<file path="src/mtam_pkg.sv">
`timescale 1ns / 1ps
`default_nettype none
package mtam_pkg;

    typedef struct packed {
        logic               mode;
        logic [1:0]         slot;
        logic signed [15:0] sample_in;
    } in_item_t;

    typedef struct packed {
        logic signed [15:0] mixed_sample;
        logic               last_of_frame;
    } out_item_t;

    localparam logic MODE_PUSH = 1'b0;
    localparam logic MODE_PULL = 1'b1;

    localparam logic [2:0] CFG_ENABLE = 3'd0;
    localparam logic [2:0] CFG_MASK   = 3'd1;
    localparam logic [2:0] CFG_SELF   = 3'd2;
    localparam logic [2:0] CFG_VOL0   = 3'd3;
    localparam logic [2:0] CFG_VOL1   = 3'd4;
    localparam logic [2:0] CFG_VOL2   = 3'd5;
    localparam logic [2:0] CFG_VOL3   = 3'd6;

    localparam int REG_SLOTS = 4;
    localparam logic signed [19:0] SAT_HI = 20'sd32767;
    localparam logic signed [19:0] SAT_LO = -20'sd32768;
    localparam int PERCENT = 100;

endpackage
`default_nettype wire

</file>
<file path="src/mtam_front.sv">
`timescale 1ns / 1ps
`default_nettype none
// Front: accepts transactions into a two-entry queue.
module mtam_front (
    input  wire logic               aclk,
    input  wire logic               aresetn,
    input  wire logic               s_valid,
    output logic                    s_ready,
    input  wire mtam_pkg::in_item_t s_data,
    output logic                    q_valid,
    input  wire logic               q_pop,
    output mtam_pkg::in_item_t      q_data
);
    import mtam_pkg::*;

    in_item_t   ent_reg [2];
    logic       rd_reg, wr_reg;
    logic [1:0] cnt_reg;
    logic       push, pop;

    assign s_ready = (cnt_reg != 2'd2);
    assign push    = s_valid && s_ready;
    assign q_valid = (cnt_reg != 2'd0);
    assign pop     = q_pop && q_valid;
    assign q_data  = ent_reg[rd_reg];

    always_ff @(posedge aclk) begin
        if (!aresetn) begin
            rd_reg  <= 1'b0;
            wr_reg  <= 1'b0;
            cnt_reg <= 2'd0;
        end else begin
            if (push) wr_reg <= ~wr_reg;
            if (pop)  rd_reg <= ~rd_reg;
            cnt_reg <= cnt_reg + {1'b0, push} - {1'b0, pop};
        end
        if (push) ent_reg[wr_reg] <= s_data;
    end

    a_cnt: assert property (@(posedge aclk) disable iff (!aresetn)
        cnt_reg <= 2'd2) else $error("queue count overflow");
    a_full: assert property (@(posedge aclk) disable iff (!aresetn)
        (cnt_reg == 2'd2 && !pop) |=> !s_ready) else $error("full not held");
    a_empty: assert property (@(posedge aclk) disable iff (!aresetn)
        (cnt_reg == 2'd0) |-> !pop) else $error("pop on empty");
endmodule
`default_nettype wire

</file>
<file path="config.mk">
export PLATFORM = sky130hd
export DESIGN_NAME = mtam_front
export DESIGN_NICKNAME = d
export VERILOG_FILES = /design/src/mtam_pkg.sv /design/src/mtam_front.sv
export SDC_FILE = /design/constraint.sdc
export NUM_CORES = 1
export LEC_CHECK = 0
export BUFFER_PORTS_ARGS = -buffer_cell sky130_fd_sc_hd__buf_2
export CORE_ASPECT_RATIO = 0.5
export CORE_MARGIN = 2
export CORE_UTILIZATION = 51
export DETAILED_ROUTE_END_ITERATION = 6
export PLACE_DENSITY = 0.82
export SLEW_MARGIN = 20
export SYNTH_ARGS = -nofsm -noshare
export SYNTH_HDL_FRONTEND = slang
export SYNTH_SLANG_ARGS = --single-unit
</file>
<file path="constraint.sdc">
create_clock -name aclk -period 2.4 [get_ports aclk]
set_clock_uncertainty 0.05 [all_clocks]
set_input_delay 0.48 -clock aclk [delete_from_list [all_inputs] [get_ports aclk]]
set_output_delay 0.48 -clock aclk [all_outputs]
set_load 0.02 [all_outputs]
</file>
==> flow_summary.yaml, run 1 <==
layout:
  largest_reg_flops: 38
  final_util: 0.655
  stdcell_area_sq_um: 2000
  diodes: 0
  fin_nets: 159
  fin_cells: 175
  layout_commonest_cell: "buf_2"
  nFillCells: 205
  final_cell_mix: "buf_2, edfxtp_1, mux2_4, mux2_2"
  layout-drive-gt1-share: 0.533
  syn_to_final_growth_pct: 20.3
detailed_routing:
  drt-initial-drc-count: 55
  drc_errors: 0
  drt-wirelength-per-cell_microns: 13.9
  wirelength_microns: 2430
  via_per_inst: 4.79
  drtPass1Iterations: 4
  drtAntennaViolNets: 0
  vias: 838
yosys:
  yosys.cell_types.count: 18
  ys_seq_area_frac: 0.748
  yosysWarnings: 0
  avgSynthCellArea_sq_um: 20.0
  ys_seq_elements: 43
  syn-cell-area_sq_um: 1660
  syn_nets: 108
  syn_inst: 83
clock_tree:
  cts_tree: "built"
  ctsHoldBuffers: 0
  cts_made_buffers: 5
  ctsResizeCount: 0
  clk_pin_slew_ns: 0.07
  clock_path_buffers: 2
  htreeDepth: 2
  clk_latency_ns: 0.28
  postCtsSetupBuffers: 0
  cts_root_buf: "clkbuf_8"
  cts.sinks: 43
sta:
  maxSlewHeadroom: 0.696
  tightest_slew_ns: 0.456
  worst_slack_ns: 0.263
  period_minus_slack_ns: 2.14
  tns_ns: 0
  setup_viol: 0
  max_freq_mhz: 468
  finalMaxSlewViolations: 0
  fin_crit_sh: 0.890
  rsz0062_at_grt: "no"
  hold_ws_ns: 0.335
  hold_viol_final: 0
critical_path:
  cp.buffers_inverters: 2
  critPathRequiredTime_ns: 1.87
  startpoint_type: "register"
  cp_cell_sequence: "buf_4 > mux2_2 > buf_2"
  crit_path_max_incr_delay_ns: 0.49
  r2r-end: "cnt_reg[1]"
  cp-end-kind: "primary output"
  crit_path_max_fanout: 13
  crit_family: "flip-flops"
  r2r_setup_slack_ns: 0.73
  r2r-start: "cnt_reg[0]"
  cp.arrival_ns: 1.61
  cp-endpoint: "q_data[4]"
  path_depth: 3
  setup.worst_path.class: "register to primary output"
  crit_slowest_cell: "dfxtp_1"
  r2r.worst_path.cells: 8
pwr:
  power_mw: 2.05
  power_density_nw_per_um2: 1030
  p_leak_nw: 0.791
  peakVddDrop_mv: 0.456
floorplan:
  die_height_microns: 44.3
  row_count: 14
  placeableCoreArea_sq_um: 3050
  num_io_pins: 44
  die_w_microns: 84.7
  initial_core_util: 0.544
  dieArea_sq_um: 3750
place:
  dp.cells: 167
  portBuffers: 43
  dp_hpwl_microns: 1750
  pre_cts_ws_ns: 0.575
  dpl_cell_area_sq_um: 1920
  gp_congestion: 0.674
status:
  outcome: "finished, final reports clean"
grt:
  grt_first_pass_wirelength_microns: 3760
  grt_max_degree: 20
  grt_antenna_before_repair: 0
  grt_overflow: 0
  grt_pass1_vias: 817
  grtUsageTotal: 0.142
hold_path:
  holdCritPathClass: "primary input to register"
  holdPathStages: 1
flow_run:
  max_cap_viol_count: 0
==> how the worst min path moves through the flow <==
stage | startpoint | to | slack, ns
after floorplan | wr_reg | wr_reg | 0.40
after global placement | wr_reg | wr_reg | 0.41
after detailed placement | wr_reg | wr_reg | 0.44
after CTS | s_data[13] | ent_reg[0][13] | 0.33
after global routing | s_data[0] | ent_reg[0][0] | 0.32
final | s_data[17] | ent_reg[0][17] | 0.34
==> cell families after synthesis <==
group           Yosys count  share of synthesized area
compound gates            1                    0.00528
flops                    43                      0.748
xor+xnor                  3                     0.0158
mux                      20                      0.158
simple gates             11                     0.0370
buf+inv                   3                     0.0211
fa+ha+maj                 2                     0.0151
==> final cells by class <==
class,count,area (sq um),share of cell area
well taps,40,50.0,0.0251
clock buffers,8,80.1,0.0401
flip-flops and latches,43,1240,0.622
multi-input cells,37,383,0.192
repair buffers,46,238,0.119
inverters,1,3.75,0.00188
==> cells in the mapped netlist <==
cell type	n	area, sq um
edfxtp_1	38	1140
mux2_4	10	150
mux2_2	9	101
dfxtp_1	5	100
xnor2_1	3	26.3
and2_1	2	12.5
ha_1	2	25.0
nand2_1	2	7.51
nand2b_1	2	12.5
nor2b_1	2	12.5
and3_1	1	6.26
buf_12	1	20.0
buf_6	1	11.3
inv_1	1	3.75
mux2i_1	1	10.0
nor2_1	1	3.75
o21a_2	1	8.76
or2_2	1	6.26
==> worst reg2reg max path, cell delays in order, from the launching register on <==
cell      delay, ns
dfxtp_1        0.36
nand2b_1       0.16
nand2_1        0.11
ha_1           0.28
inv_1          0.03
ha_1           0.17
xnor2_1        0.13
xnor2_1        0.12
and2_1         0.15
==> power breakdown <==
| group | switching (mW) | leakage [nW] | internal, mW |
|---|---|---|---|
| combinational | 0.347 | 0.356 | 0.297 |
| sequential | 0.0516 | 0.396 | 0.945 |
| clock | 0.203 | 0.0395 | 0.206 |
| total | 0.601 | 0.791 | 1.45 |
==> metal layers <==
metal	global-route usage	wire length [microns]	share of wire	vias to the layer above
met1	0.154	936	0.38	408
met4	0.0730	0	0	0
met2	0.244	1390	0.57	18
li1	-	-	-	412
met3	0.0653	109	0.045	0
met5	0	0	0	-
No activity file was read; power rests on OpenSTA's default activity.
==> run 2, diff against run 1 <==
--- a/config.mk
+++ b/config.mk
@@ -10,5 +10,7 @@
 export CORE_MARGIN = 2
-export CORE_UTILIZATION = 51
+export CORE_UTILIZATION = 54
+export CTS_BUF_LIST = sky130_fd_sc_hd__clkbuf_4
+export CTS_CLUSTER_DIAMETER = 200
 export DETAILED_ROUTE_END_ITERATION = 6
-export PLACE_DENSITY = 0.82
+export PLACE_DENSITY = 0.86
 export SLEW_MARGIN = 20
==> constraint.sdc (replaced) <==
create_clock -name aclk -period 2.4 [get_ports aclk]
set_clock_uncertainty 0.05 [all_clocks]
set_input_delay 0.72 -clock aclk [delete_from_list [all_inputs] [get_ports aclk]]
set_output_delay 0.72 -clock aclk [all_outputs]
set_load 0.02 [all_outputs]
==> run 2 against run 1 <==
- cell area increased by 1.3%
- critical endpoint is now q_data[5]
- critical path type unchanged
- worst setup slack got worse by 0.14 ns
- clock power increased by 35%
- first-iteration DRC count fell by 35%
- clock-buffer cell count decreased by 3
- worst hold slack better by 0.11 ns
- critical path depth unchanged
==> flow_summary.yaml, run 2 (synthesized netlist as in run 1, its figures left out) <==
status:
  outcome: "finished, final reports clean"
place:
  dp_hpwl_microns: 1700
  portBuffers: 43
  gp_congestion: 0.705
sta:
  tightest_slew_ns: 0.306
  finalMaxSlewViolations: 0
  fin_crit_sh: 0.948
  rsz0062_at_grt: "no"
  hold_viol_final: 0
  setup_viol: 0
  tns_ns: 0
  max_freq_mhz: 439
  maxSlewHeadroom: 0.796
  period_minus_slack_ns: 2.28
grt:
  grt_antenna_before_repair: 0
  grt_pass1_vias: 836
  grtUsageTotal: 0.150
  grt_first_pass_wirelength_microns: 3640
  grt_overflow: 0
  grt_max_degree: 20
pwr:
  power_density_nw_per_um2: 1080
  power_mw: 2.19
  clockPowerShare: 0.253
  power.switching_uw: 627
  power.internal_mw: 1.56
  peakVddDrop_mv: 0.675
  pwr-share-seq: 0.449
  p_leak_nw: 0.803
  p_sw_frac: 0.286
  pwr-share-comb: 0.299
clock_tree:
  clock_path_buffers: 2
  ctsHoldBuffers: 0
  cts_root_buf: "clkbuf_4"
  postCtsSetupBuffers: 0
  ctsResizeCount: 0
  cts_tree: "built"
  cts.sinks: 43
  cts_made_buffers: 5
  htreeDepth: 2
  clk_pin_slew_ns: 0.12
  clk_latency_ns: 0.34
detailed_routing:
  drtAntennaViolNets: 0
  drtPass1Iterations: 3
  met1_length_microns: 968
  drc_errors: 0
  wl_met2_microns: 1360
  wl_met3_microns: 114
  drt-initial-drc-count: 36
  drt-wirelength-per-cell_microns: 14.1
  vias: 848
  via_per_inst: 4.85
  dr.max_layer_used: "met4"
  wirelength_microns: 2460
critical_path:
  r2r_setup_slack_ns: 0.69
  r2r-start: "cnt_reg[0]"
  crit_slowest_cell: "mux2_2"
  cp.buffers_inverters: 2
  cp_cell_sequence: "buf_4 > mux2_2 > buf_2"
  crit_path_max_fanout: 19
  setup.worst_path.class: "register to primary output"
  crit_path_max_incr_delay_ns: 0.38
  critPathRequiredTime_ns: 1.63
  crit_family: "buffers and inverters"
  cp-end-kind: "primary output"
  r2r.worst_path.cells: 8
  r2r-end: "cnt_reg[1]"
  cp.arrival_ns: 1.51
  startpoint_type: "register"
hold_path:
  holdPathStages: 2
  holdCritPathClass: "register to register"
  min_from: "wr_reg"
  hold_end: "wr_reg"
floorplan:
  dieArea_sq_um: 3560
  die_w_microns: 82.4
  num_io_pins: 44
  die_height_microns: 43.2
  initial_core_util: 0.560
  placeableCoreArea_sq_um: 2960
  row_count: 14
layout:
  nFillCells: 213
  multi_input_area_sq_um: 383
  fin_nets: 159
  layout_commonest_cell: "buf_2"
  final_cell_mix: "buf_2, edfxtp_1, mux2_4, mux2_2"
  syn_to_final_growth_pct: 21.8
  diodes: 0
  regArea_sq_um: 1240
  layout-drive-gt1-share: 0.556
  largest_reg_flops: 38
flow_run:
  max_cap_viol_count: 0
[run 2: cell count changes in the layout (fill, tap and decap cells not counted)]
cell,before,now
clkbuf_8,5,0
clkinvlp_4,0,1
clkbuf_1,3,0
clkbuf_4,0,5
bufinv_16,0,2
[run 2: worst min-delay path, stage by stage, from the launching register on]
cell and delay [ns]:
dfxtp_1 0.35, nand2_1 0.06, mux2i_1 0.06
[run 2: area by class of cell]
type                            instances  area share
Sequential cell                        43       0.614
Clock inverter                          3      0.0334
Clock buffer                            5      0.0186
Tap cell                               40      0.0248
Inverter                                1     0.00186
Multi-Input combinational cell         37       0.189
Timing Repair Buffer                   46       0.118
[run 2: worst max path at each step]
stage / startpoint / endpoint / slack [ns] / cells past startpoint
floorplan: s_valid / ent_reg[0][0] / 0.32 / 2
global placement: q_pop / cnt_reg[1] / 0.44 / 8
detailed placement: q_pop / cnt_reg[1] / 0.40 / 8
CTS: register / q_data[2] / 0.11 / 3
global route: register / q_data[2] / 0.05 / 3
finish: register / q_data[5] / 0.12 / 3
[run 2: power groups by stage]
stage	Clock, mW	Sequential [mW]	Combinational, mW
floorplan	0	0.990	0.514
global placement	0	0.993	0.652
detailed placement	0	1.00	0.662
CTS	0.567	0.985	0.664
global route	0.586	0.994	0.708
finish	0.554	0.983	0.654
[run 2: metal layers]
layer,vias up,global-route usage
li1,411,-
met1,410,0.166
met2,22,0.263
met3,5,0.0511
met4,0,0.0633
met5,-,0
[run 2: metrics by stage]
step | utilization | cells | instance area [sq um] | hold WS [ns] | setup slack (ns)
3_5_place_dp | 0.647 | 167 | 1920 | 0.437 | 0.395
2_1_floorplan | - | 83 | 1660 | 0.405 | 0.316
3_3_place_gp | 0.647 | 167 | 1920 | 0.422 | 0.438
6_report | 0.683 | 175 | 2020 | 0.447 | 0.124
4_1_cts | 0.683 | 175 | 2020 | 0.456 | 0.108
5_1_grt | 0.683 | 175 | 2020 | 0.477 | 0.0504
==> run 3, diff against run 2 <==
Settings changed: SLEW_MARGIN 20 to 15.
Clock period 2.4 ns to 2.14 ns, I/O delays scaled along.
==> run 3 against run 2 <==
- total power up 2.6%
- clock-buffer cell count unchanged
- flip-flop and latch count unchanged
- wire length down 3.1%
- sequential power up 13%
- cell count unchanged
- sequential share of layout area up 0.68 points
- worst hold slack worse by 0.014 ns
- highest routed layer unchanged
==> flow_summary.yaml, run 3 (synthesized netlist as in run 1, its figures left out) <==
clock_tree:
  clk_pin_slew_ns: 0.12
  cts_root_buf: "clkbuf_4"
  postCtsSetupBuffers: 0
  cts.sinks: 43
  ctsHoldBuffers: 0
  ctsResizeCount: 0
  clock_path_buffers: 2
  clk_latency_ns: 0.34
  cts_made_buffers: 5
  htreeDepth: 2
  cts_tree: "built"
pwr:
  clockPowerShare: 0.158
  pwr-share-seq: 0.495
  pwr-share-comb: 0.347
  power.internal_mw: 1.55
  p_sw_frac: 0.309
  power_density_nw_per_um2: 1120
  p_leak_nw: 0.795
  peakVddDrop_mv: 0.684
  power.switching_uw: 694
layout:
  nFillCells: 213
  layout_commonest_cell: "buf_2"
  multi_input_area_sq_um: 383
  final_util: 0.676
  final_cell_mix: "buf_2, edfxtp_1, mux2_4, mux2_2, clkbuf_4"
  fin_nets: 160
  layout-drive-gt1-share: 0.556
  largest_reg_flops: 38
  stdcell_area_sq_um: 2000
  regArea_sq_um: 1240
  syn_to_final_growth_pct: 20.6
  diodes: 0
place:
  portBuffers: 43
  pre_cts_ws_ns: 0.194
  dpl_cell_area_sq_um: 1930
  dp_hpwl_microns: 1590
  gp_congestion: 0.664
grt:
  grtUsageTotal: 0.148
  grt_pass1_vias: 856
  grt_max_degree: 20
  grt_antenna_before_repair: 0
  grt_first_pass_wirelength_microns: 3610
  grt_overflow: 0
critical_path:
  crit_family: "flip-flops"
  cp.buffers_inverters: 2
  cp.arrival_ns: 1.39
  r2r-end: "cnt_reg[1]"
  crit_path_max_incr_delay_ns: 0.41
  startpoint_type: "register"
  r2r.worst_path.cells: 8
  cp_cell_sequence: "buf_12 > mux2_2 > buf_2"
  r2r_setup_slack_ns: 0.40
  r2r-start: "cnt_reg[0]"
  setup.worst_path.class: "register to primary output"
  cp-end-kind: "primary output"
  critPathRequiredTime_ns: 1.45
  crit_slowest_cell: "dfxtp_2"
  crit_path_max_fanout: 10
hold_path:
  holdCritPathClass: "primary input to register"
  min_from: "s_data[13]"
  hold_end: "ent_reg[1][13]"
  holdPathStages: 1
detailed_routing:
  drc_errors: 0
  drtPass1Iterations: 4
  via_per_inst: 4.85
  drt-initial-drc-count: 59
  vias: 848
  drtAntennaViolNets: 0
  wirelength_microns: 2390
  drt-wirelength-per-cell_microns: 13.6
floorplan:
  die_height_microns: 43.2
  initial_core_util: 0.560
  placeableCoreArea_sq_um: 2960
  num_io_pins: 44
  row_count: 14
  die_w_microns: 82.4
  dieArea_sq_um: 3560
sta:
  hold_ws_ns: 0.433
  tns_ns: 0
  rsz0062_at_grt: "no"
  maxSlewHeadroom: 0.827
  hold_viol_final: 0
  fin_crit_sh: 0.975
  period_minus_slack_ns: 2.09
  finalMaxSlewViolations: 0
  worst_slack_ns: 0.0545
  tightest_slew_ns: 0.260
  setup_viol: 0
  max_freq_mhz: 480
status:
  outcome: "finished, final reports clean"
flow_run:
  max_cap_viol_count: 0
-- run 3: cell types whose count changed in the layout (fill, tap and decap cells not counted), sizes merged --
cell,delta
bufinv,-2
clkbuf,+1
clkinv,+2
clkinvlp,-1
-- run 3: power groups by stage --
| stage | clock network [mW] | logic, mW | registers, mW |
|---|---|---|---|
| 2_1_floorplan | 0 | 0.576 | 1.11 |
| 3_3_place_gp | 0 | 0.747 | 1.12 |
| 3_5_place_dp | 0 | 0.765 | 1.12 |
| 4_1_cts | 0.364 | 0.765 | 1.11 |
| 5_1_grt | 0.385 | 0.846 | 1.13 |
| 6_report | 0.355 | 0.780 | 1.11 |
-- run 3: worst register-to-register path, cell delays in order (launching register included) --
cell and delay (ns):
dfxtp_1 0.39, nand2b_1 0.18, nand2_1 0.12, ha_1 0.29
inv_1 0.04, ha_1 0.19, xnor2_1 0.13, xnor2_1 0.12
and2_1 0.15
-- run 3: final cells by class --
cell class / instances / area share
clock buffer: 5 / 0.0188
clock inverter: 2 / 0.00438
inverter: 1 / 0.00188
multi-input combinational: 37 / 0.191
sequential: 43 / 0.621
tap: 40 / 0.0250
timing repair buffer: 47 / 0.138
-- run 3: worst max-delay path by stage --
stage / cells past startpoint / startpoint / to
CTS: 3 / register / q_data[1]
detailed placement: 8 / q_pop / cnt_reg[1]
global route: 3 / register / q_data[3]
global placement: 8 / q_pop / cnt_reg[1]
finish: 3 / register / q_data[1]
floorplan: 3 / cnt_reg[0] / ent_reg[0][0]
-- run 3: routing by layer --
layer,up-vias,global-route usage,part of all wire
met2,21,0.240,0.48
met5,-,0,0
met1,404,0.173,0.46
li1,417,-,-
met3,6,0.0511,0.042
met4,0,0.0800,0.016
-- run 3: metrics by stage --
stage	instances	total power, mW
global route	175	2.36
detailed placement	167	1.89
CTS	174	2.24
finish	175	2.25
floorplan	83	1.69
global placement	167	1.86
